$ cat config.mk
export PLATFORM = sky130hd
export DESIGN_NAME = key_value_table_core
export DESIGN_NICKNAME = d
export VERILOG_FILES = /design/src/rtl/kvt_pkg.sv /design/src/rtl/key_value_table_core.sv /design/src/rtl/kvt_dp.sv /design/src/rtl/kvt_ctrl.sv
export SDC_FILE = /design/constraint.sdc
export NUM_CORES = 2
export LEC_CHECK = 0
export ABC_AREA = 0
export BUFFER_PORTS_ARGS = -buffer_cell sky130_fd_sc_hd__buf_2
export CORE_MARGIN = 2
export CORE_UTILIZATION = 55
export DETAILED_ROUTE_END_ITERATION = 7
export GPL_ROUTABILITY_DRIVEN = 0
export GPL_TIMING_DRIVEN = 0
export PLACE_DENSITY = 0.71
export REMOVE_ABC_BUFFERS = 1
export SKIP_LAST_GASP = 1
export SYNTH_ARGS = -nofsm -noshare
export SYNTH_HDL_FRONTEND = slang
export SYNTH_SLANG_ARGS = --single-unit
$ cat constraint.sdc
create_clock -name clk -period 8.9 [get_ports clk]
set_clock_uncertainty 0.05 [all_clocks]
set_input_delay 0.445 -clock clk [delete_from_list [all_inputs] [get_ports clk]]
set_output_delay 0.445 -clock clk [all_outputs]
set_load 0.03 [all_outputs]
$ cat src/rtl/kvt_pkg.sv
`timescale 1ns / 1ps
// ----------------------------------------------------------------------------
// kvt_pkg
// Shared types, codes and helpers for the key/value table core.
// ----------------------------------------------------------------------------
package kvt_pkg;

	localparam int ENTRIES   = 16;
	localparam int KEY_BYTES = 8;
	localparam int KEY_W     = 64;
	localparam int VAL_W     = 32;
	localparam int IDX_W     = (ENTRIES > 1) ? $clog2(ENTRIES) : 1;
	localparam int CNT_W     = $clog2(ENTRIES + 1);

	// request operations
	localparam logic [1:0] FUNC_UPDATE = 2'd0;
	localparam logic [1:0] FUNC_REMOVE = 2'd1;
	localparam logic [1:0] FUNC_GET    = 2'd2;
	localparam logic [1:0] FUNC_RESET  = 2'd3;

	// response status codes
	localparam logic [3:0] ST_UPDATED = 4'd0;
	localparam logic [3:0] ST_ADDED   = 4'd1;
	localparam logic [3:0] ST_EMPTY   = 4'd2;
	localparam logic [3:0] ST_FULL    = 4'd3;
	localparam logic [3:0] ST_REMOVED = 4'd4;
	localparam logic [3:0] ST_RMISS   = 4'd5;
	localparam logic [3:0] ST_FOUND   = 4'd6;
	localparam logic [3:0] ST_GMISS   = 4'd7;
	localparam logic [3:0] ST_CLEARED = 4'd8;

	typedef struct packed {
		logic [1:0]              func;
		logic [KEY_W-1:0]        key;
		logic signed [VAL_W-1:0] value_in;
	} req_t;

	typedef struct packed {
		logic [3:0]              status;
		logic signed [VAL_W-1:0] value_out;
		logic [4:0]              entry_count;
	} rsp_t;

	typedef enum logic [1:0] {RD_SCAN, RD_HIT, RD_LAST} rd_sel_t;
	typedef enum logic [1:0] {WR_UPDATE, WR_APPEND, WR_MOVE} wr_op_t;
	typedef enum logic [1:0] {CNT_HOLD, CNT_INC, CNT_DEC, CNT_CLR} cnt_op_t;
	typedef enum logic [1:0] {VAL_ZERO, VAL_INPUT, VAL_READ} val_sel_t;

	typedef struct packed {
		logic       load_req;
		logic       scan;
		logic       rd_en;
		rd_sel_t    rd_sel;
		logic       wr_en;
		wr_op_t     wr_op;
		cnt_op_t    cnt_op;
		logic       load_rsp;
		logic [3:0] rsp_status;
		val_sel_t   val_sel;
	} cmd_t;

	typedef struct packed {
		logic scan_done;
		logic hit;
		logic key_empty;
		logic full;
	} sts_t;

	// key ends at its first zero byte and holds at most KEY_BYTES bytes
	function automatic logic [KEY_W-1:0] norm_key(logic [KEY_W-1:0] raw);
		logic [KEY_W-1:0] acc;
		logic             live;
		acc  = '0;
		live = 1'b1;
		for (int i = 0; i < KEY_W / 8; i++) begin
			if (i >= KEY_BYTES || raw[8*i +: 8] == 8'h00) begin
				live = 1'b0;
			end
			if (live) begin
				acc[8*i +: 8] = raw[8*i +: 8];
			end
		end
		return acc;
	endfunction

endpackage

$ cat src/rtl/key_value_table_core.sv
`timescale 1ns / 1ps
// ----------------------------------------------------------------------------
// key_value_table_core
// Bounded key/value table of ENTRIES pairs with update, remove, get and reset.
// One request is worked at a time and gives one response item. A request
// runs through the key scan, which compares one stored key per cycle
// through the single read port of the key memory and ends early when the
// key hits, then one entry read (remove, get on a hit) and a write-back
// step; a reset request goes straight to the write-back step. The
// write-back step waits while the previous response is still unaccepted.
// The response sits in an output register, so a new request is taken while
// the previous response is still waiting.
// ----------------------------------------------------------------------------
module key_value_table_core (
	input  logic          clk,
	input  logic          arst_n,
	input  logic          in_valid,
	output logic          in_ready,
	input  kvt_pkg::req_t in_data,
	output logic          out_valid,
	input  logic          out_ready,
	output kvt_pkg::rsp_t out_data
);

	kvt_pkg::cmd_t cmd;
	kvt_pkg::sts_t sts;

	kvt_ctrl u_ctrl (
		.clk       (clk),
		.arst_n    (arst_n),
		.in_valid  (in_valid),
		.in_ready  (in_ready),
		.in_func   (in_data.func),
		.out_valid (out_valid),
		.out_ready (out_ready),
		.sts       (sts),
		.cmd       (cmd)
	);

	kvt_dp u_dp (
		.clk      (clk),
		.arst_n   (arst_n),
		.in_data  (in_data),
		.cmd      (cmd),
		.sts      (sts),
		.out_data (out_data)
	);

	// busy after taking an item
	a_busy_after_accept: assert property (@(posedge clk) disable iff (!arst_n)
		(in_valid && in_ready) |=> !in_ready)
		else $error("accepted a request while the previous one was in flight");

	a_count_bound: assert property (@(posedge clk) disable iff (!arst_n)
		out_valid |-> (out_data.entry_count <= 5'(kvt_pkg::ENTRIES)))
		else $error("entry count beyond table size");

	a_full_count: assert property (@(posedge clk) disable iff (!arst_n)
		(out_valid && out_data.status == kvt_pkg::ST_FULL)
		|-> (out_data.entry_count == 5'(kvt_pkg::ENTRIES)))
		else $error("full status with free entries");

	a_miss_zero: assert property (@(posedge clk) disable iff (!arst_n)
		(out_valid && (out_data.status == kvt_pkg::ST_GMISS
			|| out_data.status == kvt_pkg::ST_RMISS
			|| out_data.status == kvt_pkg::ST_CLEARED))
		|-> (out_data.value_out == '0))
		else $error("nonzero value on miss or reset");

	a_cleared_empty: assert property (@(posedge clk) disable iff (!arst_n)
		(out_valid && out_data.status == kvt_pkg::ST_CLEARED)
		|-> (out_data.entry_count == '0))
		else $error("table not empty after reset request");

endmodule

$ cat src/rtl/kvt_dp.sv
`timescale 1ns / 1ps
// ----------------------------------------------------------------------------
// kvt_dp
// Datapath: key and value memories, entry count, scan compare and the
// response register.
// ----------------------------------------------------------------------------
module kvt_dp (
	input  logic          clk,
	input  logic          arst_n,
	input  kvt_pkg::req_t in_data,
	input  kvt_pkg::cmd_t cmd,
	output kvt_pkg::sts_t sts,
	output kvt_pkg::rsp_t out_data
);

	logic [kvt_pkg::KEY_W-1:0]        key_mem [kvt_pkg::ENTRIES];
	logic signed [kvt_pkg::VAL_W-1:0] val_mem [kvt_pkg::ENTRIES];

	logic [kvt_pkg::KEY_W-1:0]        key_q;
	logic signed [kvt_pkg::VAL_W-1:0] value_q;
	logic [kvt_pkg::CNT_W-1:0]        count_q;
	logic [kvt_pkg::CNT_W-1:0]        scan_idx_q;
	logic                             cmp_v_q;
	logic [kvt_pkg::IDX_W-1:0]        cmp_idx_q;
	logic                             hit_q;
	logic [kvt_pkg::IDX_W-1:0]        hit_slot_q;
	logic [kvt_pkg::KEY_W-1:0]        rd_key_q;
	logic signed [kvt_pkg::VAL_W-1:0] rd_val_q;
	kvt_pkg::rsp_t                    rsp_q;

	logic [kvt_pkg::IDX_W-1:0]        rd_addr;
	logic [kvt_pkg::IDX_W-1:0]        wr_addr;
	logic [kvt_pkg::KEY_W-1:0]        wr_key_data;
	logic signed [kvt_pkg::VAL_W-1:0] wr_val_data;
	logic                             wr_key;
	logic [kvt_pkg::CNT_W-1:0]        cnt_next;
	logic signed [kvt_pkg::VAL_W-1:0] val_sel_data;
	logic                             scan_more;
	logic                             match;

	assign scan_more = scan_idx_q < count_q;
	assign match     = cmp_v_q && !hit_q && (key_q != '0) && (rd_key_q == key_q);

	assign sts.scan_done = hit_q || (!scan_more && !cmp_v_q);
	assign sts.hit       = hit_q;
	assign sts.key_empty = key_q == '0;
	assign sts.full      = count_q >= kvt_pkg::CNT_W'(kvt_pkg::ENTRIES);

	always_comb begin
		unique case (cmd.rd_sel)
			kvt_pkg::RD_HIT:  rd_addr = hit_slot_q;
			kvt_pkg::RD_LAST: rd_addr = kvt_pkg::IDX_W'(count_q - kvt_pkg::CNT_W'(1));
			default:          rd_addr = scan_idx_q[kvt_pkg::IDX_W-1:0];
		endcase
	end

	always_comb begin
		unique case (cmd.wr_op)
			kvt_pkg::WR_APPEND: begin
				wr_addr     = count_q[kvt_pkg::IDX_W-1:0];
				wr_key      = 1'b1;
				wr_key_data = key_q;
				wr_val_data = value_q;
			end
			kvt_pkg::WR_MOVE: begin
				// last entry fills the hole; a self-move rewrites the same data
				wr_addr     = hit_slot_q;
				wr_key      = 1'b1;
				wr_key_data = rd_key_q;
				wr_val_data = rd_val_q;
			end
			default: begin
				wr_addr     = hit_slot_q;
				wr_key      = 1'b0;
				wr_key_data = key_q;
				wr_val_data = value_q;
			end
		endcase
	end

	always_comb begin
		unique case (cmd.cnt_op)
			kvt_pkg::CNT_INC: cnt_next = count_q + kvt_pkg::CNT_W'(1);
			kvt_pkg::CNT_DEC: cnt_next = count_q - kvt_pkg::CNT_W'(1);
			kvt_pkg::CNT_CLR: cnt_next = '0;
			default:          cnt_next = count_q;
		endcase
	end

	always_comb begin
		unique case (cmd.val_sel)
			kvt_pkg::VAL_INPUT: val_sel_data = value_q;
			kvt_pkg::VAL_READ:  val_sel_data = rd_val_q;
			default:            val_sel_data = '0;
		endcase
	end

	always_ff @(posedge clk) begin
		if (cmd.wr_en) begin
			if (wr_key) begin
				key_mem[wr_addr] <= wr_key_data;
			end
			val_mem[wr_addr] <= wr_val_data;
		end
		if (cmd.rd_en) begin
			rd_key_q <= key_mem[rd_addr];
			rd_val_q <= val_mem[rd_addr];
		end
	end

	always_ff @(posedge clk) begin
		if (cmd.load_req) begin
			key_q   <= kvt_pkg::norm_key(in_data.key);
			value_q <= in_data.value_in;
		end
		if (match) begin
			hit_slot_q <= cmp_idx_q;
		end
		if (cmd.scan) begin
			cmp_idx_q <= scan_idx_q[kvt_pkg::IDX_W-1:0];
		end
		if (cmd.load_rsp) begin
			rsp_q.status      <= cmd.rsp_status;
			rsp_q.value_out   <= val_sel_data;
			rsp_q.entry_count <= 5'(cnt_next);
		end
	end

	always_ff @(posedge clk or negedge arst_n) begin
		if (!arst_n) begin
			count_q    <= '0;
			scan_idx_q <= '0;
			cmp_v_q    <= 1'b0;
			hit_q      <= 1'b0;
		end else begin
			count_q <= cnt_next;
			if (cmd.load_req) begin
				scan_idx_q <= '0;
				cmp_v_q    <= 1'b0;
				hit_q      <= 1'b0;
			end else begin
				if (cmd.scan && scan_more && !hit_q) begin
					scan_idx_q <= scan_idx_q + kvt_pkg::CNT_W'(1);
					cmp_v_q    <= 1'b1;
				end else begin
					cmp_v_q <= 1'b0;
				end
				if (match) begin
					hit_q <= 1'b1;
				end
			end
		end
	end

	assign out_data = rsp_q;

endmodule

$ cat src/rtl/kvt_ctrl.sv
`timescale 1ns / 1ps
// ----------------------------------------------------------------------------
// kvt_ctrl
// Request sequencer: accept, key scan, entry read, update and response.
// ----------------------------------------------------------------------------
module kvt_ctrl (
	input  logic          clk,
	input  logic          arst_n,
	input  logic          in_valid,
	output logic          in_ready,
	input  logic [1:0]    in_func,
	output logic          out_valid,
	input  logic          out_ready,
	input  kvt_pkg::sts_t sts,
	output kvt_pkg::cmd_t cmd
);

	typedef enum logic [1:0] {IDLE, SCAN, READ, ACT} state_t;

	state_t     state_q;
	logic [1:0] func_q;
	logic       out_valid_q;
	logic       rsp_free;

	assign rsp_free  = !out_valid_q || out_ready;
	assign in_ready  = state_q == IDLE;
	assign out_valid = out_valid_q;

	always_comb begin
		cmd            = '0;
		cmd.rd_sel     = kvt_pkg::RD_SCAN;
		cmd.wr_op      = kvt_pkg::WR_UPDATE;
		cmd.cnt_op     = kvt_pkg::CNT_HOLD;
		cmd.val_sel    = kvt_pkg::VAL_ZERO;
		cmd.rsp_status = kvt_pkg::ST_CLEARED;
		unique case (state_q)
			IDLE: begin
				cmd.load_req = in_valid;
			end
			SCAN: begin
				cmd.scan  = 1'b1;
				cmd.rd_en = 1'b1;
			end
			READ: begin
				cmd.rd_en  = 1'b1;
				cmd.rd_sel = (func_q == kvt_pkg::FUNC_REMOVE) ? kvt_pkg::RD_LAST
					: kvt_pkg::RD_HIT;
			end
			ACT: begin
				// nothing commits until the response register can take the item
				cmd.load_rsp = rsp_free;
				unique case (func_q)
					kvt_pkg::FUNC_UPDATE: begin
						cmd.val_sel = kvt_pkg::VAL_INPUT;
						priority if (sts.key_empty) begin
							cmd.rsp_status = kvt_pkg::ST_EMPTY;
						end else if (sts.hit) begin
							cmd.wr_en      = rsp_free;
							cmd.wr_op      = kvt_pkg::WR_UPDATE;
							cmd.rsp_status = kvt_pkg::ST_UPDATED;
						end else if (sts.full) begin
							cmd.rsp_status = kvt_pkg::ST_FULL;
						end else begin
							cmd.wr_en      = rsp_free;
							cmd.wr_op      = kvt_pkg::WR_APPEND;
							cmd.cnt_op     = rsp_free ? kvt_pkg::CNT_INC : kvt_pkg::CNT_HOLD;
							cmd.rsp_status = kvt_pkg::ST_ADDED;
						end
					end
					kvt_pkg::FUNC_REMOVE: begin
						if (sts.hit) begin
							cmd.wr_en      = rsp_free;
							cmd.wr_op      = kvt_pkg::WR_MOVE;
							cmd.cnt_op     = rsp_free ? kvt_pkg::CNT_DEC : kvt_pkg::CNT_HOLD;
							cmd.rsp_status = kvt_pkg::ST_REMOVED;
						end else begin
							cmd.rsp_status = kvt_pkg::ST_RMISS;
						end
					end
					kvt_pkg::FUNC_GET: begin
						if (sts.hit) begin
							cmd.val_sel    = kvt_pkg::VAL_READ;
							cmd.rsp_status = kvt_pkg::ST_FOUND;
						end else begin
							cmd.rsp_status = kvt_pkg::ST_GMISS;
						end
					end
					default: begin
						cmd.cnt_op     = rsp_free ? kvt_pkg::CNT_CLR : kvt_pkg::CNT_HOLD;
						cmd.rsp_status = kvt_pkg::ST_CLEARED;
					end
				endcase
			end
			default: begin
			end
		endcase
	end

	always_ff @(posedge clk or negedge arst_n) begin
		if (!arst_n) begin
			state_q     <= IDLE;
			func_q      <= kvt_pkg::FUNC_UPDATE;
			out_valid_q <= 1'b0;
		end else begin
			if (state_q == ACT && rsp_free) begin
				out_valid_q <= 1'b1;
			end else if (out_ready) begin
				out_valid_q <= 1'b0;
			end
			unique case (state_q)
				IDLE: begin
					if (in_valid) begin
						func_q  <= in_func;
						state_q <= (in_func == kvt_pkg::FUNC_RESET) ? ACT : SCAN;
					end
				end
				SCAN: begin
					if (sts.scan_done) begin
						if (sts.hit && (func_q == kvt_pkg::FUNC_REMOVE
								|| func_q == kvt_pkg::FUNC_GET)) begin
							state_q <= READ;
						end else begin
							state_q <= ACT;
						end
					end
				end
				READ: begin
					state_q <= ACT;
				end
				ACT: begin
					if (rsp_free) begin
						state_q <= IDLE;
					end
				end
				default: begin
					state_q <= IDLE;
				end
			endcase
		end
	end

endmodule

==> tab_implementation.tex <==
\begin{tabular}{lr}
\hline
Metric & Value \\
\hline
\multicolumn{2}{l}{\textbf{Route}} \\
Average wire length per cell after detail routing & 30.41 um \\
Met3 WL post-DR & 14.04 mm \\
Met2 routed WL & 87.30 mm \\
Initial drt markers & 4,999 \\
First-pass DRT Iterations & 6 \\
Routed wire length & 169.7 mm \\
Average via count per standard cell & 6.424 \\
Final antenna-violating net count & 0 \\
Total via count in the routed design & 35,850 \\
Count of unresolved DRC violations after routing & 0 \\
Length of routed wiring on met1 & 62.69 mm \\
Highest metal layer with signal wires & met5 \\
\multicolumn{2}{l}{\textbf{CTS}} \\
Sink count of the clock tree & 1,794 \\
Number of buffers created by CTS & 171 \\
Number of H-tree branching levels & 4 \\
Clock tree from TritonCTS & done \\
Clk Tree Root Cell & sky130\_fd\_sc\_hd\_\_clkbuf\_16 \\
Post-cts repair resize count & 0 \\
Clock network latency to the later pin of the worst-skew pair & 0.79 ns \\
Clock-pin slew reported for the worst setup and hold paths after clock tree synthesis & 0.06 ns \\
Maximum count of clock buffers along a single path & 3 \\
\multicolumn{2}{l}{\textbf{Timing}} \\
Period Utilization, post-route & 0.6995 \\
Final number of hold-violating endpoints & 0 \\
Max-slew violation total from the final report & 0 \\
Final worst setup slack & 2.675 ns \\
Max-Slew Margin vs Limit & 0.1698 \\
Period minus WS final & 6.225 ns \\
Worst hold-check slack & 0.08513 ns \\
Highest achievable clock rate & 160.6 MHz \\
Final setup violation count & 0 \\
Tightest Pin Transition & 1.243 ns \\
Unrepaired setup endpoints after global routing & no \\
Accumulated negative setup slack & 0 ns \\
\multicolumn{2}{l}{\textbf{Finish}} \\
Leading cell type in the layout, fill and taps excluded & sky130\_fd\_sc\_hd\_\_edfxtp\_1 \\
Layout overhead on the synthesized area & 18.35\% \\
Final Util & 0.6547 \\
Final cell count without fillers & 5,581 \\
Net count reported at finish & 3,914 \\
Post-route cell area & 0.08199 mm\^{}2 \\
Fraction of layout cells with a size suffix above 1 & 0.3136 \\
Most used cells in the layout excluding fill and tap cells & sky130\_fd\_sc\_hd\_\_edfxtp\_1 (1,777), sky130\_fd\_sc\_hd\_\_mux4\_2 (384), sky130\_fd\_sc\_hd\_\_a22oi\_1 (228), sky130\_fd\_sc\_hd\_\_clkbuf\_16 (178), sky130\_fd\_sc\_hd\_\_buf\_2 (149) \\
\multicolumn{2}{l}{\textbf{Flow run}} \\
Maxcap violations & 0 \\
\multicolumn{2}{l}{\textbf{Global routing}} \\
Antenna violations before repair & 3 \\
Vias in the first global route & 37,200 \\
First-pass GRT wire length & 248.5 mm \\
Remaining Overflow, GRT & 0 \\
Pin count of the biggest net entering global routing & 65 \\
GRT Total Usage & 0.2648 \\
\multicolumn{2}{l}{\textbf{Floorplan}} \\
Starting utilization of the core area & 0.5531 \\
Core box area & 0.1252 mm\^{}2 \\
Top-level I/O count & 145 \\
Width of the die & 358.9 um \\
Die area & 0.1288 mm\^{}2 \\
Standard-cell rows & 130 \\
Die H & 358.9 um \\
\multicolumn{2}{l}{\textbf{Worst setup path}} \\
Standard cell with the maximum stage delay on the critical path & sky130\_fd\_sc\_hd\_\_nor4\_4 \\
Endpoint of the lowest-slack register-to-register path & u\_dp.key\_mem[13][57]\$\_DFFE\_PP\_ \\
Depth of the worst register-to-register path & 15 \\
Setup crit start kind & flop \\
Slowest Stage Delay on Critical Path & 1.00 ns \\
Category of the most critical setup path & flop to flop \\
Max FO, Critical Path & 16 \\
CP arrival & 6.67 ns \\
Crit path buffers/inverters & 5 \\
Cell Chain, Critical Path & nor4\_1, nand4\_1, nor4\_4, nor2\_1, nand2\_1, inv\_1, ha\_1, nor3b\_1, a31oi\_1, or2\_2, nor3\_2, buf\_8, buf\_8, buf\_6, buf\_6 \\
Origin of the worst setup path & u\_dp.key\_q[2]\$\_SDFFCE\_PN0P\_ \\
Stages on worst setup path & 15 \\
CP delay by family, top & simple AND/OR/NAND/NOR gates \\
Reg-to-reg startpoint & u\_dp.key\_q[2]\$\_SDFFCE\_PN0P\_ \\
Critical Path End Type & flop \\
Worst endpoint required time & 9.34 ns \\
Capture point of the critical path & u\_dp.key\_mem[13][57]\$\_DFFE\_PP\_ \\
Register-to-register path setup slack & 2.67 ns \\
\multicolumn{2}{l}{\textbf{Status}} \\
Status & finished, final reports clean \\
\multicolumn{2}{l}{\textbf{Hold path}} \\
Worst Hold Class & input pin to asynchronous set/reset pin \\
\multicolumn{2}{l}{\textbf{Synth}} \\
Cell Area, Synth & 0.06928 mm\^{}2 \\
Number of storage elements in the synthesis netlist & 1,794 \\
Portion of the post-synthesis area used by sequential elements & 0.7764 \\
Async set-reset flop share out of synthesis & 0.009476 \\
Yosys synthesis warning count & 0 \\
Synth Instances & 3,226 \\
Post-synthesis area per instance & 21.48 um\^{}2 \\
Count of flip-flops with a built-in enable after synthesis & 1,777 \\
Unique cell type count in the Yosys netlist & 62 \\
Dominant synthesized flop cell & sky130\_fd\_sc\_hd\_\_edfxtp\_1 \\
\multicolumn{2}{l}{\textbf{Placement}} \\
Post-detailed-placement half-perimeter wirelength & 113.4 mm \\
Port buffer count & 144 \\
Dpl cell area & 0.07547 mm\^{}2 \\
Worst slack after detailed placement & 2.733 ns \\
Placed Cells incl. Taps & 5,168 \\
\multicolumn{2}{l}{\textbf{Pwr}} \\
Sequential cell fraction of total power & 0.411 \\
Fraction of power spent switching nets & 0.2996 \\
Leakage dissipation & 26.69 nW \\
Power density cells & 316.9 mW/mm\^{}2 \\
Internal power summed over all cells & 18.20 mW \\
Portion of total power attributed to the clock network & 0.275 \\
Worst VDD drop & 0.2212 mV \\
NetSw & 7.786 mW \\
Sum of internal, switching and leakage power & 25.98 mW \\
Part of the power in combinational logic & 0.314 \\
\hline
\end{tabular}
-- kinds of logic after synthesis --
logic type	Yosys count	synth area share
AO/OA/AOI/OAI	309	0.03256
XOR/XNOR	48	0.006068
adder cells (fa/ha/maj)	20	0.003612
buffers and inverters	211	0.01490
flip-flops	1794	0.7764
multiplexers	474	0.1394
AND/OR/NAND/NOR	370	0.02705
-- registers in the layout, indices dropped and copies added, names as in the netlist --
name and cells:
u_ctrl.func_q 2, u_ctrl.out_valid 1, u_ctrl.state_q 2, u_dp.cmp_idx_q 4, u_dp.cmp_v_q 1, u_dp.count_q 5
u_dp.hit_q 1, u_dp.hit_slot_q 4, u_dp.key_mem 1024, u_dp.key_q 64, u_dp.out_data 41, u_dp.rd_key_q 64
u_dp.rd_val_q 32, u_dp.scan_idx_q 5, u_dp.val_mem 512, u_dp.value_q 32
-- worst min-delay path by stage --
stage,start,endpoint,slack (ns),cells past startpoint
after CTS,arst_n,u_dp.count_q[2]$_DFF_PN0_,0.03,2
after global placement,arst_n,u_ctrl.out_valid$_DFFE_PN0P_,0.33,1
after detailed placement,arst_n,u_ctrl.out_valid$_DFFE_PN0P_,0.34,1
final,arst_n,u_dp.count_q[1]$_DFF_PN0_,0.09,2
after global routing,arst_n,u_dp.count_q[1]$_DFF_PN0_,0.1,2
after floorplan,arst_n,u_ctrl.func_q[0]$_DFFE_PN0P_,0.1,0
-- repair_timing --
item,4_1_cts,5_1_grt
hold buffers,101,0
endpoints found under the hold margin,117,0
setup buffers,0,0
-- synthesized netlist by cell type (all sizes together) (2+ instances only) --
cell type | count | area, um^2
nand4 | 13 | 81.33
a221oi | 3 | 26.28
o2bb2ai | 4 | 35.03
inv | 40 | 150.1
xor2 | 23 | 201.4
o21ai | 21 | 105.1
xnor2 | 25 | 219.0
dfrtp | 17 | 425.4
nor4 | 57 | 377.9
o31ai | 2 | 15.01
o221ai | 2 | 17.52
nand3 | 5 | 25.02
and2 | 54 | 337.8
nor2b | 2 | 12.51
nor3b | 4 | 30.03
mux2i | 5 | 53.80
clkbuf | 75 | 281.5
edfxtp | 1777 | 53360
nor3 | 21 | 105.1
mux2 | 85 | 957.2
or3 | 2 | 12.51
a31oi | 8 | 50.05
buf | 96 | 600.6
o22ai | 9 | 62.56
a32oi | 2 | 17.52
a21oi | 16 | 98.85
ha | 20 | 250.2
mux4 | 384 | 8648
or2 | 5 | 31.28
a2bb2oi | 2 | 17.52
nor2 | 52 | 212.7
nand2 | 131 | 491.7
and3 | 13 | 81.33
o211ai | 3 | 22.52
nand2b | 8 | 50.05
a22oi | 228 | 1712
-- routing by layer --
metal,up-vias,GRT usage
met3,361,0.05150
met4,4,0.09680
met2,1976,0.4500
met1,18850,0.3434
met5,-,0
li1,14670,-
-- power by group through the flow --
stage	registers, mW	clock network, mW	logic, mW
6_report	10.7	7.15	8.16
5_1_grt	10.7	7.57	8.68
4_1_cts	10.7	7.24	8.22
3_5_place_dp	10.8	0	8.11
3_3_place_gp	10.9	0	6.79
2_1_floorplan	10.8	0	6.09
-- area by class of cell --
type	instances	area, um^2
clock buffers	210	4634
inverters	40	150.1
clock inverters	100	867.1
flip-flops and latches	1794	53790
repair buffers	564	5778
multi-input cells	1221	14710
diodes	2	5.005
fillers	7719	43250
well taps	1650	2064
Note: power is estimated with default switching activity, not from simulation.
